File: config.mk
export PLATFORM = sky130hd
export DESIGN_NAME = servo_pwm_pin_generator_top
export DESIGN_NICKNAME = d
export VERILOG_FILES = /design/src/rtl/spwm_pkg.sv /design/src/rtl/servo_pwm_pin_generator_top.sv /design/src/rtl/spwm_servo_seq.sv /design/src/rtl/spwm_chan.sv
export SDC_FILE = /design/constraint.sdc
export NUM_CORES = 2
export LEC_CHECK = 0
export ABC_AREA = 1
export ABC_CLOCK_PERIOD_IN_PS = 5400
export BUFFER_PORTS_ARGS = -buffer_cell sky130_fd_sc_hd__buf_2
export CAP_MARGIN = 5
export CORE_AREA = 8 8 339 505
export DETAILED_ROUTE_END_ITERATION = 6
export DIE_AREA = 0 0 347 513
export SLEW_MARGIN = 20
export SYNTH_ARGS = -nofsm -noshare
export SYNTH_HDL_FRONTEND = slang
export SYNTH_SLANG_ARGS = --single-unit
export TNS_END_PERCENT = 50
File: constraint.sdc
create_clock -name clk -period 5.4 [get_ports clk]
set_clock_uncertainty 0.1 [all_clocks]
set_input_delay 0.27 -clock clk [delete_from_list [all_inputs] [get_ports clk]]
set_output_delay 0.27 -clock clk [all_outputs]
set_load 0.03 [all_outputs]
File: src/rtl/spwm_pkg.sv
// ----------------------------------------------------------------------------
// spwm_pkg
// Shared types and constants of the servo / slow PWM pin generator.
// ----------------------------------------------------------------------------
package spwm_pkg;

  localparam int CHAN_W  = 3;
  localparam int MODE_W  = 2;
  localparam int VALUE_W = 32;
  localparam int PINS    = 8;
  localparam int PWM_W   = 20;
  localparam int DUTY_W  = 12;

  localparam logic [DUTY_W-1:0]  DUTY_FULL       = 12'hfff;
  localparam int                 SERVO_WIDTH_RST = 1500;
  localparam logic [VALUE_W-1:0] READ_ALL_ONES   = 32'hffff_ffff;

  typedef enum logic [1:0] {
    OP_TICK  = 2'd0,
    OP_WRITE = 2'd1,
    OP_READ  = 2'd2
  } op_t;

  typedef enum logic [MODE_W-1:0] {
    MODE_IN    = 2'd0,
    MODE_OUT   = 2'd1,
    MODE_SERVO = 2'd2,
    MODE_PWM   = 2'd3
  } mode_t;

  typedef struct packed {
    logic [PWM_W-1:0] on_time;
    logic [PWM_W-1:0] period;
  } pwm_cfg_t;

  typedef struct packed {
    logic fire;
    logic level;
  } servo_evt_t;

  typedef struct packed {
    logic [PINS-1:0]    pin_in;
    logic [VALUE_W-1:0] value;
    logic [MODE_W-1:0]  mode;
    logic [CHAN_W-1:0]  channel;
    logic [1:0]         op;
  } item_t;

endpackage

File: src/rtl/servo_pwm_pin_generator_top.sv
// ----------------------------------------------------------------------------
// servo_pwm_pin_generator_top
// Eight-pin generator: multiplexed servo pulses, slow PWM, pin read/write.
// ----------------------------------------------------------------------------
// Path: input word into the input register, result word into the result register.
// Throughput: one word per cycle unless the result side stalls, set by the
//   single-pass update of the channel registers between the input and the result register.
// Reset: rst synchronous, active high; empties both registers and returns
//   every channel to input mode, servo width 1500, PWM stopped.
module servo_pwm_pin_generator_top #(
  parameter int NUM_CHANNELS   = 8,
  parameter int SLOT_US        = 4000,
  parameter int PWM_MIN_PERIOD = 1000
) (
  input  logic        clk,
  input  logic        rst,
  input  logic        s_tvalid,
  output logic        s_tready,
  input  logic [47:0] s_tdata,  // channel[2:0], mode[4:3], value[36:5], pin_in[44:37]
  input  logic [1:0]  s_tuser,  // op[1:0]
  output logic        m_tvalid,
  input  logic        m_tready,
  output logic [55:0] m_tdata   // pin_level[7:0], pin_drive[15:8], read_mode[17:16],
                                // read_value[49:18]
);

  localparam int CH_W  = (NUM_CHANNELS > 1) ? $clog2(NUM_CHANNELS) : 1;
  localparam int SW_W  = $clog2(((SLOT_US > spwm_pkg::SERVO_WIDTH_RST) ?
                                 SLOT_US : spwm_pkg::SERVO_WIDTH_RST) + 1);
  localparam int IDX_W = (CH_W > spwm_pkg::CHAN_W) ? CH_W : spwm_pkg::CHAN_W;
  localparam int PW    = spwm_pkg::PWM_W;
  localparam int DW    = spwm_pkg::DUTY_W;
  localparam int NP    = spwm_pkg::PINS;
  localparam int VW    = spwm_pkg::VALUE_W;

  spwm_pkg::item_t in_r;
  logic            in_vld;
  logic            out_rdy, proc;

  logic [NP-1:0]            pin_level, pin_drive;
  logic [spwm_pkg::MODE_W-1:0] read_mode;
  logic [VW-1:0]            read_value;
  logic [NP-1:0]            lvl_out, drv_out;
  spwm_pkg::mode_t          rd_mode;
  logic [VW-1:0]            rd_value;

  spwm_pkg::op_t   op;
  logic [IDX_W-1:0] ch_ext;
  logic [CH_W-1:0] idx;
  logic            ch_ok, tick, wr;

  logic [PW-1:0]    per, per_min;
  logic [DW-1:0]    duty;
  logic [PW+DW-1:0] prod;
  spwm_pkg::pwm_cfg_t wr_pwm;
  logic [SW_W-1:0]  wr_width;

  logic [CH_W-1:0]      seq_chan;
  spwm_pkg::servo_evt_t seq_evt;

  spwm_pkg::mode_t  mode_nx  [NUM_CHANNELS];
  logic [SW_W-1:0]  width_arr[NUM_CHANNELS];
  logic [NUM_CHANNELS-1:0] level_nx;

  // input and result registers
  assign out_rdy  = !m_tvalid || m_tready;
  assign proc     = in_vld && out_rdy;
  assign s_tready = !in_vld || out_rdy;

  always_ff @(posedge clk) begin
    if (rst) begin
      in_vld   <= 1'b0;
      m_tvalid <= 1'b0;
    end else begin
      if (s_tready) begin
        in_vld <= s_tvalid;
      end
      if (out_rdy) begin
        m_tvalid <= proc;
      end
    end
  end

  always_ff @(posedge clk) begin
    if (s_tvalid && s_tready) begin
      in_r.op      <= s_tuser;
      in_r.channel <= s_tdata[2:0];
      in_r.mode    <= s_tdata[4:3];
      in_r.value   <= s_tdata[36:5];
      in_r.pin_in  <= s_tdata[44:37];
    end
    if (proc) begin
      pin_level  <= lvl_out;
      pin_drive  <= drv_out;
      read_mode  <= rd_mode;
      read_value <= rd_value;
    end
  end

  assign m_tdata = {6'b0, read_value, read_mode, pin_drive, pin_level};

  // decode
  assign op     = spwm_pkg::op_t'(in_r.op);
  assign ch_ext = IDX_W'(in_r.channel);
  assign idx    = ch_ext[CH_W-1:0];
  assign ch_ok  = 32'(in_r.channel) < 32'(NUM_CHANNELS);
  assign tick   = proc && (op == spwm_pkg::OP_TICK);
  assign wr     = proc && (op == spwm_pkg::OP_WRITE) && ch_ok;

  // write value preparation
  always_comb begin
    per      = in_r.value[PW-1:0];
    duty     = in_r.value[PW+DW-1:PW];
    prod     = (PW+DW)'(per) * (PW+DW)'(duty);
    per_min  = (32'(per) < 32'(PWM_MIN_PERIOD)) ? PW'(PWM_MIN_PERIOD) : per;
    wr_pwm.on_time = (duty == spwm_pkg::DUTY_FULL) ? per : prod[PW+DW-1:DW];
    wr_pwm.period  = per_min;
    wr_width = (in_r.value >= VW'(SLOT_US - 1)) ? SW_W'(SLOT_US - 1)
                                                 : in_r.value[SW_W-1:0];
  end

  spwm_servo_seq #(
    .NUM_CHANNELS (NUM_CHANNELS),
    .SLOT_US      (SLOT_US)
  ) u_seq (
    .clk   (clk),
    .rst   (rst),
    .tick  (tick),
    .width (width_arr[seq_chan]),
    .chan  (seq_chan),
    .evt   (seq_evt)
  );

  for (genvar i = 0; i < NUM_CHANNELS; i++) begin : g_chan
    spwm_chan #(
      .SW_W (SW_W)
    ) u_chan (
      .clk         (clk),
      .rst         (rst),
      .tick        (tick),
      .wr_en       (wr && (idx == CH_W'(i))),
      .wr_mode     (spwm_pkg::mode_t'(in_r.mode)),
      .wr_level    (in_r.value[0]),
      .wr_width    (wr_width),
      .wr_pwm      (wr_pwm),
      .servo_hit   (seq_evt.fire && (seq_chan == CH_W'(i))),
      .servo_level (seq_evt.level),
      .mode_next   (mode_nx[i]),
      .level_next  (level_nx[i]),
      .width       (width_arr[i])
    );
  end

  for (genvar p = 0; p < NP; p++) begin : g_pin
    if (p < NUM_CHANNELS) begin : g_used
      assign lvl_out[p] = level_nx[p];
      assign drv_out[p] = (mode_nx[p] != spwm_pkg::MODE_IN);
    end else begin : g_unused
      assign lvl_out[p] = 1'b0;
      assign drv_out[p] = 1'b0;
    end
  end

  // read port
  always_comb begin
    rd_mode  = spwm_pkg::MODE_IN;
    rd_value = '0;
    if (op == spwm_pkg::OP_READ && ch_ok) begin
      rd_mode = mode_nx[idx];
      case (mode_nx[idx])
        spwm_pkg::MODE_IN:    rd_value = VW'(in_r.pin_in[in_r.channel]);
        spwm_pkg::MODE_OUT:   rd_value = VW'(level_nx[idx]);
        spwm_pkg::MODE_SERVO: rd_value = VW'(width_arr[idx]);
        default:              rd_value = spwm_pkg::READ_ALL_ONES;
      endcase
    end
  end

endmodule

File: src/rtl/spwm_servo_seq.sv
// ----------------------------------------------------------------------------
// spwm_servo_seq
// Servo slot sequencer: walks the channels, high then low phase per slot.
// ----------------------------------------------------------------------------
module spwm_servo_seq #(
  parameter int NUM_CHANNELS = 8,
  parameter int SLOT_US      = 4000,
  localparam int CH_W = (NUM_CHANNELS > 1) ? $clog2(NUM_CHANNELS) : 1,
  localparam int SW_W = $clog2(((SLOT_US > spwm_pkg::SERVO_WIDTH_RST) ?
                                SLOT_US : spwm_pkg::SERVO_WIDTH_RST) + 1)
) (
  input  logic                 clk,
  input  logic                 rst,
  input  logic                 tick,
  input  logic [SW_W-1:0]      width,
  output logic [CH_W-1:0]      chan,
  output spwm_pkg::servo_evt_t evt
);

  logic [SW_W-1:0] count, count_next;
  logic            phase, phase_next;
  logic [CH_W-1:0] chan_next;
  logic [SW_W-1:0] len_lo, len;

  always_comb begin
    len_lo     = (width >= SW_W'(SLOT_US)) ? SW_W'(1) : SW_W'(SLOT_US) - width;
    len        = phase ? len_lo : width;
    count_next = count;
    phase_next = phase;
    chan_next  = chan;
    evt        = '0;
    if (tick) begin
      if (count > SW_W'(1)) begin
        count_next = count - SW_W'(1);
      end else begin
        count_next = (len == '0) ? SW_W'(1) : len;
        evt.fire   = 1'b1;
        evt.level  = ~phase;
        phase_next = ~phase;
        if (phase) begin
          chan_next = (chan == CH_W'(NUM_CHANNELS - 1)) ? '0 : chan + CH_W'(1);
        end
      end
    end
  end

  always_ff @(posedge clk) begin
    if (rst) begin
      count <= SW_W'(1);
      phase <= 1'b0;
      chan  <= '0;
    end else begin
      count <= count_next;
      phase <= phase_next;
      chan  <= chan_next;
    end
  end

endmodule

File: src/rtl/spwm_chan.sv
// ----------------------------------------------------------------------------
// spwm_chan
// One pin channel: mode, servo width, slow PWM counter and output latch.
// ----------------------------------------------------------------------------
module spwm_chan #(
  parameter int SW_W = 12
) (
  input  logic                clk,
  input  logic                rst,
  input  logic                tick,
  input  logic                wr_en,
  input  spwm_pkg::mode_t     wr_mode,
  input  logic                wr_level,
  input  logic [SW_W-1:0]     wr_width,
  input  spwm_pkg::pwm_cfg_t  wr_pwm,
  input  logic                servo_hit,
  input  logic                servo_level,
  output spwm_pkg::mode_t     mode_next,
  output logic                level_next,
  output logic [SW_W-1:0]     width
);

  localparam int PW = spwm_pkg::PWM_W;

  spwm_pkg::mode_t mode;
  logic [SW_W-1:0] width_next;
  logic [PW-1:0]   on_time, on_time_next;
  logic [PW-1:0]   period, period_next;
  logic [PW-1:0]   count, count_next;
  logic            in_high, in_high_next;
  logic            running, running_next;
  logic            level;
  logic [PW-1:0]   off_time;
  logic            high;

  always_comb begin
    off_time     = (period > on_time) ? period - on_time : '0;
    high         = in_high ? (off_time == '0) : (on_time != '0);
    mode_next    = mode;
    level_next   = level;
    width_next   = width;
    on_time_next = on_time;
    period_next  = period;
    count_next   = count;
    in_high_next = in_high;
    running_next = running;
    if (tick) begin
      if (servo_hit && mode == spwm_pkg::MODE_SERVO) begin
        level_next = servo_level;
      end
      if (running) begin
        if (count > PW'(1)) begin
          count_next = count - PW'(1);
        end else begin
          in_high_next = high;
          count_next   = high ? on_time : off_time;
          if (count_next == '0) begin
            count_next = PW'(1);
          end
          if (mode == spwm_pkg::MODE_PWM) begin
            level_next = high;
          end
        end
      end
    end else if (wr_en) begin
      mode_next = wr_mode;
      case (wr_mode)
        spwm_pkg::MODE_OUT: begin
          level_next = wr_level;
        end
        spwm_pkg::MODE_SERVO: begin
          width_next = wr_width;
        end
        spwm_pkg::MODE_PWM: begin
          on_time_next = wr_pwm.on_time;
          period_next  = wr_pwm.period;
          if (!running) begin
            running_next = 1'b1;
            count_next   = '0;
            in_high_next = 1'b0;
          end
        end
        default: begin
        end
      endcase
    end
  end

  always_ff @(posedge clk) begin
    if (rst) begin
      mode    <= spwm_pkg::MODE_IN;
      level   <= 1'b0;
      width   <= SW_W'(spwm_pkg::SERVO_WIDTH_RST);
      on_time <= '0;
      period  <= '0;
      count   <= '0;
      in_high <= 1'b0;
      running <= 1'b0;
    end else begin
      mode    <= mode_next;
      level   <= level_next;
      width   <= width_next;
      on_time <= on_time_next;
      period  <= period_next;
      count   <= count_next;
      in_high <= in_high_next;
      running <= running_next;
    end
  end

endmodule

; After elaboration in Yosys (flattened, before gate mapping)
; Index checks and enable logic that the tools add are counted.
; W data, S select, Z words.
[word_totals]
in_bits = 54
word_cells = 524
regBits = 731
output_inout_bits = 58
[op_classes]
mux = 224
multipliers = 1
n_reduce_logical = 112
n_addsub = 19
eq_ne = 62
magnitude_cmp = 23
bitwise_logic = 5
[op_table]
columns = op, n
row1 = $mux W20, 74
row2 = $logic_not A20 Y1, 16
row3 = $gt A20 B1 Y1 const B, 8
row4 = $gt A20 B20 Y1, 8
row5 = $reduce_bool A20 Y1, 8
row6 = $sub A20 B1 Y20 const B, 8
row7 = $sub A20 B20 Y20, 8
row8 = $mux W1, 114
row9 = $mux W12, 9
row10 = $pmux W32 S3, 1
row11 = $bmux W12 S3, 2
row12 = $reduce_and A3 Y1, 17
row13 = $eq A2 B2 Y1 const B, 20
row14 = $mux W2, 20
row15 = $reduce_and A5 Y1, 8
row16 = $reduce_bool A2 Y1, 17
row17 = $ge A32 B12 Y1 const B, 1
row18 = $mul A20 B12 Y32, 1
row19 = $ne A2 B2 Y1 const B, 16
row20 = $reduce_and A4 Y1, 8
row21 = $logic_and A1 B1 Y1, 28
row22 = $eq A3 B3 Y1 const B, 8
row23 = $lt A20 B10 Y1 const B, 1
row24 = $ne A2 B1 Y1 const B, 8
row25 = 22 further kinds, 37

; Longest topological paths before layout
[logic_depth]
depth_word = 15
ltp_mapped = 29
ltp_nobuf = 28

; Cells and area by module
; From an unflattened synthesis, not the netlist that was laid out.
[hier_totals]
hier_cells = 8768
area_unflattened_um2 = 57074.7
[modules_own_cells]
columns = module, n_inst, cells_each, area_per_inst_um2, seq_area_each_um2
row1 = spwm_chan (g_chan[1].u_chan ...), 5, 860, 5357.6, 1541.5
row2 = servo_pwm_pin_generator_top, 1, 1674, 12699.7, 2382.3
row3 = spwm_chan (g_chan[6].u_chan ...), 2, 849, 5332.6, 1541.5
row4 = spwm_chan (g_chan[0].u_chan), 1, 860, 5491.5, 1541.5
row5 = spwm_servo_seq, 1, 236, 1430.1, 320.3

; Worst setup path before layout
; No wires, ideal clock.
[synth_timing]
path_kind = register to register
startpoint = reg in_r[14] (netlist name)
endpoint = reg g_chan[0].u_chan.on_time[17]
required_time_ns = 5.242
t_arrival_ns = 5.704
setup_time_ns = 0.058
period_less_slack_ns = 5.862
stages_incl_launch_ff = 25
setup_slack_ns = -0.462
path_buffers = 2
path_cell_list = edfxtp_1 -> clkbuf_1 -> clkbuf_1 -> nand2_1 -> fa_1 -> fa_1 -> fa_1 -> inv_1 -> fa_1 -> inv_1 -> fa_1 -> inv_1 -> ha_1 -> nand2_1 -> a21oi_1 -> a211oi_1 -> o211ai_1 -> a21oi_1 -> o211ai_1 -> a21boi_0 -> o21ai_0 -> xor2_1 -> o21ai_0 -> o21ai_0 -> inv_1
[synth_via]
elab_chain_cells = 2
[synth_rtl]
columns = element, line_no
row1 = from (decl), servo_pwm_pin_generator_top.sv:36  ; spwm_pkg::item_t in_r;
row2 = $mul A20 B12 Y32, servo_pwm_pin_generator_top.sv:114  ; prod = (PW+DW)'(per) * (PW+DW)'(duty);
row3 = $mux W20, servo_pwm_pin_generator_top.sv:116  ; wr_pwm.on_time = (duty == spwm_pkg::DUTY_FULL) ? per : prod[PW+DW-1:DW];
row4 = to (signal assigned), spwm_chan.sv:103  ; on_time <= on_time_next;
row5 = to (decl), spwm_chan.sv:27  ; logic [PW-1:0] on_time, on_time_next;
; Every way passes these cells.
; A chain may end at the register's enable or synchronous reset.

; Final worst setup path
[layout_timing]
startpoint = reg in_r[10] (netlist name)
endpoint = reg g_chan[3].u_chan.on_time[17]
[layout_via]
elab_chain_cells = 2
[layout_rtl]
columns = element, line_no
row1 = $mul A20 B12 Y32, servo_pwm_pin_generator_top.sv:114
row2 = $mux W20, servo_pwm_pin_generator_top.sv:116
row3 = to (signal assigned), spwm_chan.sv:103
row4 = to (decl), spwm_chan.sv:27
; Every way passes these cells.

==> summary.md <==
| Metric | Value |
|---|---|
| Yosys cell types | 64 |
| EDFF count, synth | 78 |
| Fin area | approximately 65000 um2 |
| HPWL after DPL | approximately 170000 um |
| Drt wl/cell | 19.5 um |
| Post-Syn Area | around 57000 um2 |
| Final period utilization | 107% |
| Mapped Avg Cell Area | approximately 6.4 um2 |
| Cells after synthesis | just under 9000 |
| CTS sink cnt | slightly above 700 |
| Worst setup path start | in_r[10] |
| Tmin final | between 5 and 6 ns |
| Setup violations, final | roughly 130 |
| Pwr Density | around 470 nW/um2 |
| PnR worst setup slack | -0.379 ns |
| Min-delay worst type | input pin to flop |
| DP Area | about 61000 um2 |
| Worst Path Required | roughly 5.9 ns |
| First-pass GRT wire length | around 330000 um |
| Area grow syn2layout | 14.5% |
| Pwr Total | slightly above 30 mW |
| RD Place Congestion | roughly 1 |
| Critical Path End | g_chan[3].u_chan.on_time[17] |
| Placed cell count | about 11000 |
| Worst slew pin tran | 1.11 ns |
| WS Path Type | flop to flop |
| CTS Buf Count | 79 |
| IO Port Bufs | 102 |
| Max Transition Viols Final | 0 |
| CTS Buffer Depth | 3 |
| Grt ovf | 0 |
| CP Capture Type | flop |
| Die area | about 180000 um2 |
| Wirelength, routed | 220000 um |
| Starting Density | a little over a third |
| Type of origin of the critical path | flop |
| FP Rows | ~180 |
| R2r worst-path depth | 26 |
| DRC violations left | 0 |
| Ys async rst share | 0% |
| Final hold violation count | 0 |
| FF-to-FF Start | in_r[10] |
| CTS clock-pin slew for the worst setup and hold paths | approximately 0.06 ns |
| Status | complete, but fails checks |
| Crit Path Max Fanout | 8 |
| DR pass1 iterations | 6 |
| Io pins | 112 |
| Total Routing Usage GR | a little under a quarter |
| Non-filler cells, final | ~11000 |
| CTS tree | done |
| Share of layout cells above drive strength 1 | under 10% |
| Post-DR vias/cell | ~5.2 |
| Sequential element share of the synthesized area | 26.4% |
| Initial DRC count | approximately 4400 |
| Vert. Die Dim | approximately 510 um |
| Most frequent cells in the layout | nand2_1 (2255), inv_1 (1445), nor2_1 (895), a21oi_1 (746), dfxtp_1 (633) |
| Post-route ant nets | 0 |
| H-tree depth | 3 |
| Yosys reg bits | just over 700 |
| Peak Freq | ~170 MHz |
| Clock Latency Late Sink | 0.74 ns |
| Peak VDD IR | roughly 0.0021 V |
| Vias after detailed routing | 58400 |
| P_leak | about 34 nW |
| Clk root buf | clkbuf_16 |
| NumNets Final | about 9600 |
| Commonest non-fill, non-tap cell in the layout | nand2_1 |
| Critical Path AT | approximately 6.3 ns |
| Layout Utilization | around two fifths |
| RSZ-0062 raised after global routing | yes |
| Post-Place Worst Slack | -0.553 ns |
| CORE AREA | ~160000 um2 |
| Post-synth top flop | dfxtp_1 |
| Headroom to the max-slew limit | approximately a quarter |
| Vias in the first global route | 57100 |
| Yosys warnings | 0 |
| Pin count of the biggest net entering global routing | roughly 150 |
| Initial antenna violation count | 13 |
| Violated checks | negative setup slack |
| R2r endpoint | g_chan[3].u_chan.on_time[17] |
| Die Wd | approximately 350 um |
| Max cap viols | 0 |
| R2R setup slack | -0.38 ns |
[through the flow]
stage | setup TNS (ns) | hold WS (ns)
after floorplan | -0.227 | 0.269
after global placement | -36.22 | 0.338
after detailed placement | -41.38 | 0.341
after CTS | -31.89 | 0.0962
after global routing | -56.18 | 0.109
final | -26.55 | 0.137
[what timing repair did]
action	in CTS	in global routing
hold buffers	50	0
endpoints found under the setup margin	139	146
pin swaps	38	48
buffers inserted	11	8
gates resized for setup	122	126
hold endpoints to repair	82	0
cloned	0	1
[cell families (layout without fill, tap and decap cells)]
group	after synthesis	after routing	share of synthesized area, %
flip-flops	712	712	26.4
adder cells (fa/ha/maj)	438	438	12.1
other	1	17	0.00659
AND/OR/NAND/NOR	4020	4020	29.6
buffers and inverters	1866	2075	12.8
AO/OA/AOI/OAI	1715	1715	16.2
multiplexers	2	2	0.0352
XOR/XNOR	183	183	2.82
[where the power goes]
group	internal [mW]	switching (mW)
Sequential	5.39	0.0413
Clock	3.39	2.62
Combinational	7.19	11.9
[layout make-up]
type,instances,area [um2]
fillers,17300,98400
multi-input cells,6364,35500
flip-flops and latches,712,15000
inverters,1505,5680
repair buffers,425,3480
well taps,2116,2650
clock buffers,94,2110
clock inverters,51,698
diodes,11,27.5
[synth_stat cells, drive strengths merged, types with 5 or more instances]
library cell | number | area, um2
a211oi | 5 | 37.5
a21o | 8 | 60.1
a21oi | 770 | 3900
a221oi | 6 | 52.6
a31oi | 12 | 75.1
a32oi | 6 | 52.6
and2 | 7 | 43.8
buf | 73 | 519
clkbuf | 288 | 1080
clkinv | 9 | 33.8
dfxtp | 634 | 12700
edfxtp | 78 | 2340
fa | 187 | 3740
ha | 251 | 3140
inv | 1496 | 5640
nand2 | 2309 | 8880
nand3 | 457 | 2390
nand3b | 35 | 263
nand4 | 121 | 776
nor2 | 932 | 3560
nor3 | 99 | 531
nor4 | 32 | 200
o211ai | 117 | 878
o21a | 8 | 60.1
o21ai | 695 | 3480
o21bai | 8 | 60.1
o221ai | 15 | 131
o22ai | 46 | 288
o31ai | 6 | 45.0
or2 | 19 | 121
xnor2 | 64 | 561
xor2 | 119 | 1040
[worst min path at each step]
stage                             endpoint  slack, ns                        start  cells past startpoint
2_1_floorplan                    ch_ext[0]       0.27                   s_tdata[0]                      0
3_3_place_gp   g_chan[6].u_chan.period[18]       0.34  g_chan[6].u_chan.period[18]                      2
3_5_place_dp   g_chan[6].u_chan.period[14]       0.34  g_chan[6].u_chan.period[14]                      2
4_1_cts                           in_r[39]        0.1                  s_tdata[37]                      2
5_1_grt                           in_r[19]       0.11                  s_tdata[17]                      2
6_report                          in_r[45]       0.14                  s_tdata[43]                      2
[layer usage]
metal  up-vias  share of wire [%]  GRT usage (%)
met5         -              0.031              0
met4         8                7.5           16.3
met3       588                5.7           3.93
met2      1828                 49           42.2
met1     27200                 38           25.4
li1      28800                  -              -
[critical path, stage by stage (launching register included)]
cell and delay, ns:
edfxtp_1 0.52, buf_6 0.18, buf_4 0.12, buf_6 0.11, nand2_1 0.05, inv_1 0.05, fa_2 0.41, fa_2 0.54
fa_2 0.43, fa_1 0.49, inv_1 0.05, fa_1 0.47, inv_1 0.06, ha_4 0.27, buf_4 0.11, buf_4 0.12
nand2_1 0.06, nor2_1 0.19, a21oi_4 0.10, o211ai_1 0.28, a21boi_2 0.12, o21ai_2 0.18, xor2_2 0.23, o21ai_4 0.09
buf_12 0.16, o21ai_1 0.12, inv_1 0.05
[registers in the layout, indices dropped and copies added (netlist names), 2 cells and up]
| name | cells |
|---|---|
| ch_ext | 3 |
| pin_level | 8 |
| g_chan.u_chan.mode | 16 |
| g_chan.u_chan.running | 8 |
| duty | 12 |
| in_r | 30 |
| g_chan.u_chan.count | 160 |
| u_seq.chan | 3 |
| g_chan.u_chan.in_high | 8 |
| g_chan.u_chan.width | 96 |
| g_chan.u_chan.on_time | 160 |
| read_value | 13 |
| g_chan.u_chan.period | 160 |
| op | 2 |
| pin_drive | 8 |
| u_seq.count | 12 |
| g_chan.u_chan.level | 8 |
| read_mode | 2 |
No activity file was read; power rests on OpenSTA's default activity.
